## src/rtl/fmrpd_pkg.sv

```systemverilog
// shared constants, types and helpers for the four-motor ramp pwm drive
`timescale 1ns / 1ps

package fmrpd_pkg;

   localparam int NUM_MOTORS = 4;
   localparam int FRAC_BITS  = 8;
   localparam int DRV_W      = 16;
   localparam int MOT_W      = $clog2(NUM_MOTORS);
   localparam int BAL_W      = 7;
   localparam int DIV_W      = 8;
   localparam int DUTY_W     = 8;
   localparam int PCT_W      = 7;
   localparam int PROD_W     = DRV_W + BAL_W;
   localparam int CNT_W      = $clog2(DRV_W);
   localparam int CSR_IDX_W  = 3;

   localparam int PCT_FULL   = 100;
   localparam int PCT_MIN    = 15;
   localparam int DIV_RESET  = 10;

   localparam logic [DRV_W-1:0] MAG_FULL = DRV_W'(PCT_FULL << FRAC_BITS);
   localparam logic [DRV_W-1:0] MAG_LOW  = DRV_W'(PCT_MIN << FRAC_BITS);
   localparam logic [DRV_W-1:0] MAG_ONE  = DRV_W'(1 << FRAC_BITS);

   localparam logic [NUM_MOTORS-1:0] INVERT_MASK = NUM_MOTORS'(6);

   // floor(x * 255 / 100) as x * 255 * 5243 >> 19, exact for x up to 100
   localparam int DUTY_MUL   = 1336965;
   localparam int DUTY_SHIFT = 19;
   localparam int DUTY_PW    = 28;

   // floor(x / 100) as x * 5368710 >> 29, exact for any scaled drive magnitude
   localparam int RECIP_MUL   = 5368710;
   localparam int RECIP_SHIFT = 29;
   localparam int RECIP_PW    = RECIP_SHIFT + DRV_W;

   typedef enum logic [CSR_IDX_W-1:0] {
      CSR_RAMP_DIVISOR = 3'd0,
      CSR_BALANCE_ONE  = 3'd1,
      CSR_BALANCE_TWO  = 3'd2,
      CSR_BALANCE_THREE = 3'd3,
      CSR_BALANCE_FOUR = 3'd4
   } csr_index_type;

   typedef enum logic [2:0] {
      ST_IDLE,
      ST_ERR,
      ST_DIV,
      ST_SCALE,
      ST_RECIP,
      ST_SHAPE,
      ST_DONE
   } state_type;

   typedef struct packed {
      logic accept;
      logic load_err;
      logic div_step;
      logic load_scale;
      logic recip;
      logic shape;
      logic finish;
   } ctrl_type;

   function automatic logic [DUTY_W-1:0] duty_of(input logic [PCT_W-1:0] pct);
      logic [DUTY_PW-1:0] p;
      p = DUTY_PW'(pct) * DUTY_PW'(DUTY_MUL);
      return p[DUTY_SHIFT+DUTY_W-1:DUTY_SHIFT];
   endfunction

   function automatic logic [DRV_W-1:0] div_by_pct(input logic [PROD_W-1:0] x);
      logic [RECIP_PW-1:0] p;
      p = RECIP_PW'(x) * RECIP_PW'(RECIP_MUL);
      return p[RECIP_PW-1:RECIP_SHIFT];
   endfunction

endpackage

```

## src/rtl/four_motor_ramp_pwm_drive.sv

```systemverilog
// top level: per-motor ramp, balance scaling, shaping and pwm duty over a shared divider
// rsp_valid rises from the DONE state, after every motor has passed through ST_ERR, ST_DIV,
//   ST_SCALE, ST_RECIP and ST_SHAPE; ST_DIV runs the restoring divider for the ramp step
// req_stall stays high outside ST_IDLE, so a new request beat waits until the last one is done
// reset: synchronous; drives clear to zero, ramp divisor to 10, balances to 100
// a new request is taken while the previous response beat still waits to be taken
`timescale 1ns / 1ps

module four_motor_ramp_pwm_drive (
   input  logic                              clock,
   input  logic                              reset,
   input  logic                              req_valid,
   output logic                              req_stall,
   input  logic signed [fmrpd_pkg::DRV_W-1:0] req_target_one,
   input  logic signed [fmrpd_pkg::DRV_W-1:0] req_target_two,
   input  logic signed [fmrpd_pkg::DRV_W-1:0] req_target_three,
   input  logic signed [fmrpd_pkg::DRV_W-1:0] req_target_four,
   output logic                              rsp_valid,
   input  logic                              rsp_stall,
   output logic                              rsp_dir_one,
   output logic [fmrpd_pkg::DUTY_W-1:0]      rsp_duty_one,
   output logic                              rsp_dir_two,
   output logic [fmrpd_pkg::DUTY_W-1:0]      rsp_duty_two,
   output logic                              rsp_dir_three,
   output logic [fmrpd_pkg::DUTY_W-1:0]      rsp_duty_three,
   output logic                              rsp_dir_four,
   output logic [fmrpd_pkg::DUTY_W-1:0]      rsp_duty_four,
   input  logic                              csr_wr_en,
   input  logic [fmrpd_pkg::CSR_IDX_W-1:0]   csr_index,
   input  logic [fmrpd_pkg::DIV_W-1:0]       csr_wdata
);

   import fmrpd_pkg::*;

   state_type state_ff, state_in;
   ctrl_type  ctrl;

   logic [MOT_W-1:0]  motor_ff;
   logic [CNT_W-1:0]  cnt_ff;
   logic              neg_ff;
   logic [DIV_W-1:0]  dsor_ff;
   logic [DIV_W-1:0]  rem_ff;
   logic [DRV_W-1:0]  quo_ff;
   logic [PROD_W-1:0] prod_ff;

   logic signed [DRV_W-1:0] target_ff [NUM_MOTORS];
   logic signed [DRV_W-1:0] drive_ff [NUM_MOTORS];
   logic [DIV_W-1:0]        ramp_div_ff;
   logic [BAL_W-1:0]        bal_ff [NUM_MOTORS];
   logic [NUM_MOTORS-1:0]   dir_ff;
   logic [DUTY_W-1:0]       duty_ff [NUM_MOTORS];

   logic                    rsp_valid_ff;
   logic [NUM_MOTORS-1:0]   rsp_dir_ff;
   logic [DUTY_W-1:0]       rsp_duty_ff [NUM_MOTORS];

   logic [BAL_W-1:0]        bal_wr;
   logic signed [DRV_W-1:0] cur_target, cur_drive;
   logic [DRV_W:0]          err;
   logic [DRV_W-1:0]        err_mag;
   logic [DIV_W-1:0]        div_eff;
   logic [DIV_W:0]          rem_sh;
   logic                    fits;
   logic [DIV_W-1:0]        rem_nx;
   logic [DRV_W:0]          delta;
   logic [DRV_W:0]          new_sum;
   logic [DRV_W-1:0]        new_drive;
   logic [DRV_W-1:0]        new_abs;
   logic [PROD_W-1:0]       product;
   logic [DRV_W-1:0]        mag_c, mag_s;
   logic                    neg_s;
   logic [DUTY_W-1:0]       duty_s;
   logic                    level_s;
   logic                    last_motor;
   logic                    last_step;

   // next state
   always_comb begin
      state_in = state_ff;
      unique case (state_ff)
         ST_IDLE:  if (req_valid) state_in = ST_ERR;
         ST_ERR:   state_in = ST_DIV;
         ST_DIV: begin
            if (last_step) state_in = ST_SCALE;
         end
         ST_SCALE: state_in = ST_RECIP;
         ST_RECIP: state_in = ST_SHAPE;
         ST_SHAPE: state_in = last_motor ? ST_DONE : ST_ERR;
         ST_DONE: begin
            if (!rsp_valid_ff || !rsp_stall) state_in = ST_IDLE;
         end
         default:  state_in = ST_IDLE;
      endcase
   end

   // sequencer outputs
   always_comb begin
      ctrl = '0;
      unique case (state_ff)
         ST_IDLE:  ctrl.accept = req_valid;
         ST_ERR:   ctrl.load_err = 1'b1;
         ST_DIV:   ctrl.div_step = 1'b1;
         ST_SCALE: ctrl.load_scale = 1'b1;
         ST_RECIP: ctrl.recip = 1'b1;
         ST_SHAPE: ctrl.shape = 1'b1;
         ST_DONE:  ctrl.finish = !rsp_valid_ff || !rsp_stall;
         default:  ctrl = '0;
      endcase
   end

   assign last_motor = (motor_ff == MOT_W'(NUM_MOTORS - 1));
   assign last_step  = (cnt_ff == CNT_W'(DRV_W - 1));

   // ramp error and divisor
   assign cur_target = target_ff[motor_ff];
   assign cur_drive  = drive_ff[motor_ff];
   assign err        = {cur_target[DRV_W-1], cur_target} - {cur_drive[DRV_W-1], cur_drive};
   assign err_mag    = err[DRV_W] ? DRV_W'(-err) : err[DRV_W-1:0];
   assign div_eff    = (ramp_div_ff == '0) ? DIV_W'(1) : ramp_div_ff;

   // one restoring divide step
   assign rem_sh = {rem_ff, quo_ff[DRV_W-1]};
   assign fits   = (rem_sh >= {1'b0, dsor_ff});
   assign rem_nx = fits ? DIV_W'(rem_sh - {1'b0, dsor_ff}) : rem_sh[DIV_W-1:0];

   // drive update and balance product
   assign delta     = neg_ff ? (DRV_W+1)'(-{1'b0, quo_ff}) : {1'b0, quo_ff};
   assign new_sum   = {cur_drive[DRV_W-1], cur_drive} + delta;
   assign new_drive = new_sum[DRV_W-1:0];
   assign new_abs   = new_drive[DRV_W-1] ? DRV_W'(-new_drive) : new_drive;
   assign product   = PROD_W'(new_abs) * PROD_W'(bal_ff[motor_ff]);

   // clamp, dead band, minimum drive and duty
   assign mag_c   = (quo_ff > MAG_FULL) ? MAG_FULL : quo_ff;
   assign mag_s   = (mag_c <= MAG_ONE) ? '0 : ((mag_c < MAG_LOW) ? MAG_LOW : mag_c);
   assign neg_s   = neg_ff && (mag_s != '0);
   assign duty_s  = duty_of(mag_s[FRAC_BITS+PCT_W-1:FRAC_BITS]);
   assign level_s = INVERT_MASK[motor_ff] ? neg_s : !neg_s;

   assign bal_wr = (csr_wdata[BAL_W-1:0] > BAL_W'(PCT_FULL)) ? BAL_W'(PCT_FULL)
                                                            : csr_wdata[BAL_W-1:0];

   always_ff @(posedge clock) begin
      if (reset) begin
         state_ff     <= ST_IDLE;
         rsp_valid_ff <= 1'b0;
         motor_ff     <= '0;
         cnt_ff       <= '0;
         ramp_div_ff  <= DIV_W'(DIV_RESET);
         for (int i = 0; i < NUM_MOTORS; i++) begin
            drive_ff[i] <= '0;
            bal_ff[i]   <= BAL_W'(PCT_FULL);
         end
      end else begin
         state_ff <= state_in;
         if (ctrl.finish) begin
            rsp_valid_ff <= 1'b1;
         end else if (!rsp_stall) begin
            rsp_valid_ff <= 1'b0;
         end
         if (ctrl.accept) begin
            motor_ff <= '0;
         end else if (ctrl.shape) begin
            motor_ff <= motor_ff + MOT_W'(1);
         end
         if (ctrl.load_err) begin
            cnt_ff <= '0;
         end else if (ctrl.div_step) begin
            cnt_ff <= cnt_ff + CNT_W'(1);
         end
         if (ctrl.load_scale) begin
            drive_ff[motor_ff] <= new_drive;
         end
         if (csr_wr_en) begin
            unique case (csr_index)
               CSR_RAMP_DIVISOR:  ramp_div_ff <= csr_wdata;
               CSR_BALANCE_ONE:   bal_ff[0]   <= bal_wr;
               CSR_BALANCE_TWO:   bal_ff[1]   <= bal_wr;
               CSR_BALANCE_THREE: bal_ff[2]   <= bal_wr;
               CSR_BALANCE_FOUR:  bal_ff[3]   <= bal_wr;
               default: ;
            endcase
         end
      end
   end

   // payload
   always_ff @(posedge clock) begin
      if (ctrl.accept) begin
         target_ff[0] <= req_target_one;
         target_ff[1] <= req_target_two;
         target_ff[2] <= req_target_three;
         target_ff[3] <= req_target_four;
      end
      if (ctrl.load_err) begin
         neg_ff  <= err[DRV_W];
         quo_ff  <= err_mag;
         rem_ff  <= '0;
         dsor_ff <= div_eff;
      end else if (ctrl.load_scale) begin
         neg_ff  <= new_drive[DRV_W-1];
         prod_ff <= product;
      end else if (ctrl.recip) begin
         quo_ff <= div_by_pct(prod_ff);
      end else if (ctrl.div_step) begin
         quo_ff <= {quo_ff[DRV_W-2:0], fits};
         rem_ff <= rem_nx;
      end
      if (ctrl.shape) begin
         dir_ff[motor_ff]  <= level_s;
         duty_ff[motor_ff] <= duty_s;
      end
      if (ctrl.finish) begin
         rsp_dir_ff  <= dir_ff;
         rsp_duty_ff <= duty_ff;
      end
   end

   assign req_stall      = (state_ff != ST_IDLE);
   assign rsp_valid      = rsp_valid_ff;
   assign rsp_dir_one    = rsp_dir_ff[0];
   assign rsp_duty_one   = rsp_duty_ff[0];
   assign rsp_dir_two    = rsp_dir_ff[1];
   assign rsp_duty_two   = rsp_duty_ff[1];
   assign rsp_dir_three  = rsp_dir_ff[2];
   assign rsp_duty_three = rsp_duty_ff[2];
   assign rsp_dir_four   = rsp_dir_ff[3];
   assign rsp_duty_four  = rsp_duty_ff[3];

endmodule

```

## config.mk

```make
export PLATFORM = sky130hd
export DESIGN_NAME = four_motor_ramp_pwm_drive
export DESIGN_NICKNAME = d
export VERILOG_FILES = /design/src/rtl/fmrpd_pkg.sv /design/src/rtl/four_motor_ramp_pwm_drive.sv
export SDC_FILE = /design/constraint.sdc
export NUM_CORES = 1
export LEC_CHECK = 0
export BUFFER_PORTS_ARGS = -buffer_cell sky130_fd_sc_hd__buf_2
export CAP_MARGIN = 20
export CORE_ASPECT_RATIO = 2
export CORE_MARGIN = 2
export CORE_UTILIZATION = 40
export CTS_CLUSTER_DIAMETER = 40
export CTS_CLUSTER_SIZE = 40
export DETAILED_ROUTE_END_ITERATION = 7
export PLACE_DENSITY = 0.59
export SETUP_SLACK_MARGIN = 0.15
export SLEW_MARGIN = 20
export SYNTH_ARGS = -nofsm -noshare
export SYNTH_HDL_FRONTEND = slang
export SYNTH_SLANG_ARGS = --single-unit
```

## constraint.sdc

```tcl
create_clock -name clock -period 8.5 [get_ports clock]
set_clock_uncertainty 0.1 [all_clocks]
set_input_delay 1.275 -clock clock [delete_from_list [all_inputs] [get_ports clock]]
set_output_delay 1.275 -clock clock [all_outputs]
set_load 0.02 [all_outputs]
```

==> results.cfg, run 1 <==
[flow_run]
max-cap-violations = 0

[global_routing]
overflow = 0
grt_usage_pct = 20.7
grt_pass1_wl_mm = 112
grt_max_degree = 68
antenna_found_initial = 1
grt_pass1_vias = 20900

[sta]
period_minus_slack_ps = 8340
drv_slew = 0
finalHoldViolCount = 0
max_slew_margin_pct = 25.1
whs_ps = 307
tightestPinTransition_ps = 1120
fmax_ghz = 0.120
fin_crit_sh_pct = 98.1
rsz0062_at_grt = yes
setup_viol_count_final = 0

[synthesis]
yosysSeqAreaShare_pct = 31.9
synth_ff_type = edfxtp_1
synth-edff-count = 276
synth_top_area_cell = edfxtp_1
ys_ff_latch = 304
ys_warn_count = 0
synthTopCellsByArea = edfxtp_1, fa_1, ha_1, inv_1, nor2_1
ys_async_sr_fraction_pct = 0
syn_area_per_cell_um2 = 11.3
syn_inst = 2461
synth_nets = 3200
syn_area_um2 = 27700
synth.top_cell.area_share_pct = 29.9
ys_types = 79

[setup_path]
crit_arrival_ps = 8580
critPathRequiredTime_ps = 8740
critPathTopFamily = adder cells
endpoint_kind = flop
crit_buf_inv = 6
crit_fanout = 5
worst_path_largest_cell_delay_ps = 530
crit_type = flop to flop
slowest_stage = fa_1
startpoint_type = flop
cpMostUsedCell = fa_1

[layout]
area_growth_pct = 15.1
drive_gt1_share_pct = 17.8
fin_nets = 3422

[route]
vias_per_cell = 5.28
drc = 0
wl_per_cell_um = 20.1
totalWireLength_mm = 72.4
ant_nets = 0
drt_iter0_markers = 790
vias = 19000
dr.pass1.iters = 5

[floorplanning]
core_region_area_um2 = 68600
io_pins = 118
dieArea_um2 = 71500
rows = 136
start_util_pct = 40.4
dieWidth_um = 190
fp.dieH_um = 376

[placement]
dp_hpwl_mm = 60.5
io_buffers = 117
place.gp.congestion = 0.938

[cts]
clock_sinks = 304
worstSkewPairLatency_ps = 610
numCtsBuffers = 28
cts_tree = done
cts_max_level = 1
cts.clk_slew.worst_paths_ps = 100
root_buffer = clkbuf_16
cts_buffer_depth = 3

[run_status]
status = finished clean

[min_path]
hold_path_class = flop to flop
## cell usage in the layout, fill, tap and decap left out, types with 8 or more instances in the layout
cell type	n
ha_1	376
inv_1	346
edfxtp_1	276
fa_1	271
nor2_1	247
buf_4	131
buf_2	117
nand2_1	87
a21oi_1	71
xnor2_1	62
o21ai_0	43
xor2_1	43
nor3_1	41
a21o_1	34
mux4_2	33
mux2i_1	32
clkbuf_16	29
nand2b_1	27
dfxtp_1	26
nor2b_1	24
or2_2	23
nand3_1	22
and2_1	19
mux2_2	16
a31oi_1	15
a21oi_2	14
and3_1	13
or3_1	13
o21ai_1	12
inv_2	10
o21a_1	9
nand4_1	9
buf_6	9
ha_4	8
## Yosys cell counts, drive strengths merged (14+ instances only)
master  number
and2        21
ha         387
o21ai       62
nand2       89
a21o        34
nor2b       24
xnor2       64
nor3        44
nor2       249
or3         17
mux2i       32
fa         272
or2         26
xor2        46
mux2        16
clkbuf      57
mux4        33
a31oi       20
nand2b      27
a21oi       87
dfxtp       28
and3        14
edfxtp     276
inv        356
nand3       24
## final timing paths
path	start	endpoint	slack, ps	cells after the start
worst max-delay path	quo_ff[1]	prod_ff[21]	160	34
worst min-delay path	duty_ff[16]	rsp_duty_two[0]	310	0
worst max register to register	quo_ff[1]	prod_ff[21]	160	34
worst min register to register	duty_ff[16]	rsp_duty_two[0]	310	0
## cell type report
cell class	instances	area, um2
fill	6212	36700
clock buffer	30	729
sequential	304	8850
timing repair buffer	259	1710
inverter	356	1340
antenna	1	2.50
tap	897	1120
clock inverter	22	414
multi-input combinational	1734	17700
## layer usage
metal	part of all wire (%)	up-vias	global-route usage, %
li1	-	8882	-
met1	32	9443	19.2
met2	57	462	41.6
met3	2.7	232	1.69
met4	7.6	0	13.9
met5	0	-	0
## per-stage QoR
stage	utilization, %	setup slack, ps	std cells	cell area, um2	setup TNS, ps
detailed placement	43.9	-344	3529	30100	-1040
global route	46.5	-46.5	3602	31900	-74.0
CTS	45.9	152	3592	31500	0
finish	46.5	160	3603	31900	0
global placement	43.9	-289	3529	30100	-766
floorplan	-	157	2461	27700	0
## state kept, by name, summed over array words and instances (netlist names), 2 cells and up, named ones only
| register | cells |
|---|---|
| rsp_duty_four | 8 |
| cnt_ff | 4 |
| rem_ff | 8 |
| rsp_duty_three | 8 |
| target_ff | 64 |
| dir_ff | 4 |
| rsp_duty_two | 8 |
| bal_ff | 28 |
| rsp_duty_one | 8 |
| ramp_div_ff | 8 |
| dsor_ff | 8 |
| state_ff | 3 |
| prod_ff | 23 |
| motor_ff | 2 |
| duty_ff | 32 |
| quo_ff | 16 |
| drive_ff | 64 |
| rsp_dir_ff | 4 |
## cells by family after synthesis
logic type / Yosys count / synth area share [%]
multiplexers: 81 / 4.49
AO/OA/AOI/OAI: 305 / 7.24
flip-flops: 304 / 31.9
adder cells (fa/ha/maj): 659 / 37.1
AND/OR/NAND/NOR: 579 / 10.0
XOR/XNOR: 110 / 3.48
buffers and inverters: 423 / 5.75
## worst reg2reg max path: cells and delay by family, from the launching register on
family	cells	cell delay (ps)
flops	1	420
xor+xnor	3	450
buf+inv	6	670
simple gates	7	2220
fa+ha+maj	7	2650
compound gates	11	1600
## timing repair
action / in CTS / in global routing
hold endpoints to repair: 0 / 0
cloned: 1 / 0
buffers inserted: 10 / 9
hold buffers: 0 / 0
pin swaps: 19 / 77
resized for setup: 36 / 72
endpoints found under the setup margin: 8 / 10
Power of run 1 is left out: the tool's default activity adds up to more than one toggle a clock period on the data nets, which glitch-free logic cannot reach.
==> run 2: changes to the inputs <==
--- a/config.mk
+++ b/config.mk
@@ -8,7 +8,7 @@
 export BUFFER_PORTS_ARGS = -buffer_cell sky130_fd_sc_hd__buf_2
 export CAP_MARGIN = 20
 export CORE_ASPECT_RATIO = 2
-export CORE_MARGIN = 2
+export CORE_MARGIN = 4
 export CORE_UTILIZATION = 40
 export CTS_CLUSTER_DIAMETER = 40
 export CTS_CLUSTER_SIZE = 40
==> run 2 against run 1 <==
Against the previous run:
- global-route usage fell by 1.1 points
- register-to-register slack improved by 140 ps
- cell area decreased by 0.53%
- wire length increased by 0.34%
- core utilization fell by 0.36 points
- critical path depth up 2
- fmax grew 1.7%
- worst hold slack gained 12 ps
- worst setup slack improved by 140 ps
- die area up 3.2%
- critical endpoint unchanged
==> results.cfg, run 2 (synthesis gave the netlist of run 1 again) <==
[cts]
cts_buffer_depth = 3
clock_sinks = 304
hold_buffers = 0
cts_tree = done
worstSkewPairLatency_ps = 610
cts_max_level = 1
cts.clk_slew.worst_paths_ps = 80
numCtsBuffers = 29
root_buffer = clkbuf_16

[setup_path]
endpoint_kind = flop
worst_path_largest_cell_delay_ps = 570
slowest_stage = fa_1
crit_arrival_ps = 8440
critPathRequiredTime_ps = 8740
crit_fanout = 6
crit_type = flop to flop
startpoint_type = flop

[sta]
rsz0062_at_grt = yes
drv_slew = 0
whs_ps = 319
tightestPinTransition_ps = 1100
max_slew_margin_pct = 26.7
finalHoldViolCount = 0
setup_viol_count_final = 0
period_minus_slack_ps = 8200
fmax_ghz = 0.122
fin_crit_sh_pct = 96.5

[route]
vias = 19000
vias_per_cell = 5.28
ant_nets = 0
wl_met3_mm = 1.93
wl_per_cell_um = 20.2
drt_iter0_markers = 854
dr.max_layer_used = met5
drc = 0
dr.pass1.iters = 6
wl_met1_mm = 23.2
totalWireLength_mm = 72.6
wl_met2_mm = 42.1

[layout]
seq_area_um2 = 8850
area_growth_pct = 14.5
mostFrequentLayoutCells = ha_1, inv_1, edfxtp_1
diodes = 0
final_core_util_pct = 46.1
fin_nets = 3418
multi_input_area_um2 = 17700
drive_gt1_share_pct = 17.4
fill_cells = 6382
final_common_cell = ha_1
reg_top3 = drive_ff: 64 flops, target_ff: 64 flops, duty_ff: 32 flops

[global_routing]
grt_pass1_vias = 21200
grt_max_degree = 68
grt_usage_pct = 19.6
grt_pass1_wl_mm = 114
antenna_found_initial = 1
overflow = 0

[flow_run]
max-cap-violations = 0

[floorplanning]
dieArea_um2 = 73800
fp.dieH_um = 380
io_pins = 118
core_region_area_um2 = 68700
dieWidth_um = 194
rows = 136
start_util_pct = 40.3

[placement]
io_buffers = 117
dp_hpwl_mm = 61.3
place.gp.congestion = 0.941

[run_status]
status = finished clean

[min_path]
hold_path_class = flop to flop
-- run 2: final timing paths --
kind	start	end	slack (ps)	cells past startpoint
max	quo_ff[1]	prod_ff[21]	300	36
min	duty_ff[0]	rsp_duty_four[0]	320	0
max reg2reg	quo_ff[1]	prod_ff[21]	300	36
min reg2reg	duty_ff[0]	rsp_duty_four[0]	320	0
-- run 2: what timing repair did --
action	CTS	global route
pin swaps	46	40
buffers inserted	13	2
resized for setup	60	38
setup endpoints to repair	11	10
-- run 2: per-stage QoR --
step / instances / cell area (um2) / setup slack (ps) / TNS [ps]
finish: 3599 / 31700 / 301 / 0
global route: 3599 / 31700 / -10.9 / -10.9
CTS: 3597 / 31500 / 143 / 0
detailed placement: 3530 / 30100 / -504 / -2350
global placement: 3530 / 30100 / -325 / -932
floorplan: 2461 / 27700 / 157 / 0
-- run 2: area by class of cell --
| cell class | instances | share of cell area (%) |
|---|---|---|
| clock buffers | 29 | 2.29 |
| clock inverters | 25 | 0.978 |
| inverters | 356 | 4.21 |
| multi-input cells | 1734 | 55.9 |
| flip-flops and latches | 304 | 27.9 |
| well taps | 897 | 3.54 |
| repair buffers | 254 | 5.19 |
-- run 2: worst max-delay path: cells and delay by family, from the launching register on --
kind / cells / cell delay, ps
fa+ha+maj: 7 / 2820
compound gates: 14 / 1950
simple gates: 5 / 1300
buf+inv: 7 / 850
xor+xnor: 3 / 460
flops: 1 / 410
-- run 2: metal layers --
| layer | GRT usage, % | vias to the layer above |
|---|---|---|
| li1 | - | 8897 |
| met5 | 0 | - |
| met2 | 39.8 | 432 |
| met3 | 1.74 | 214 |
| met4 | 12.0 | 2 |
| met1 | 18.4 | 9450 |
Power of run 2 is left out for the same reason.
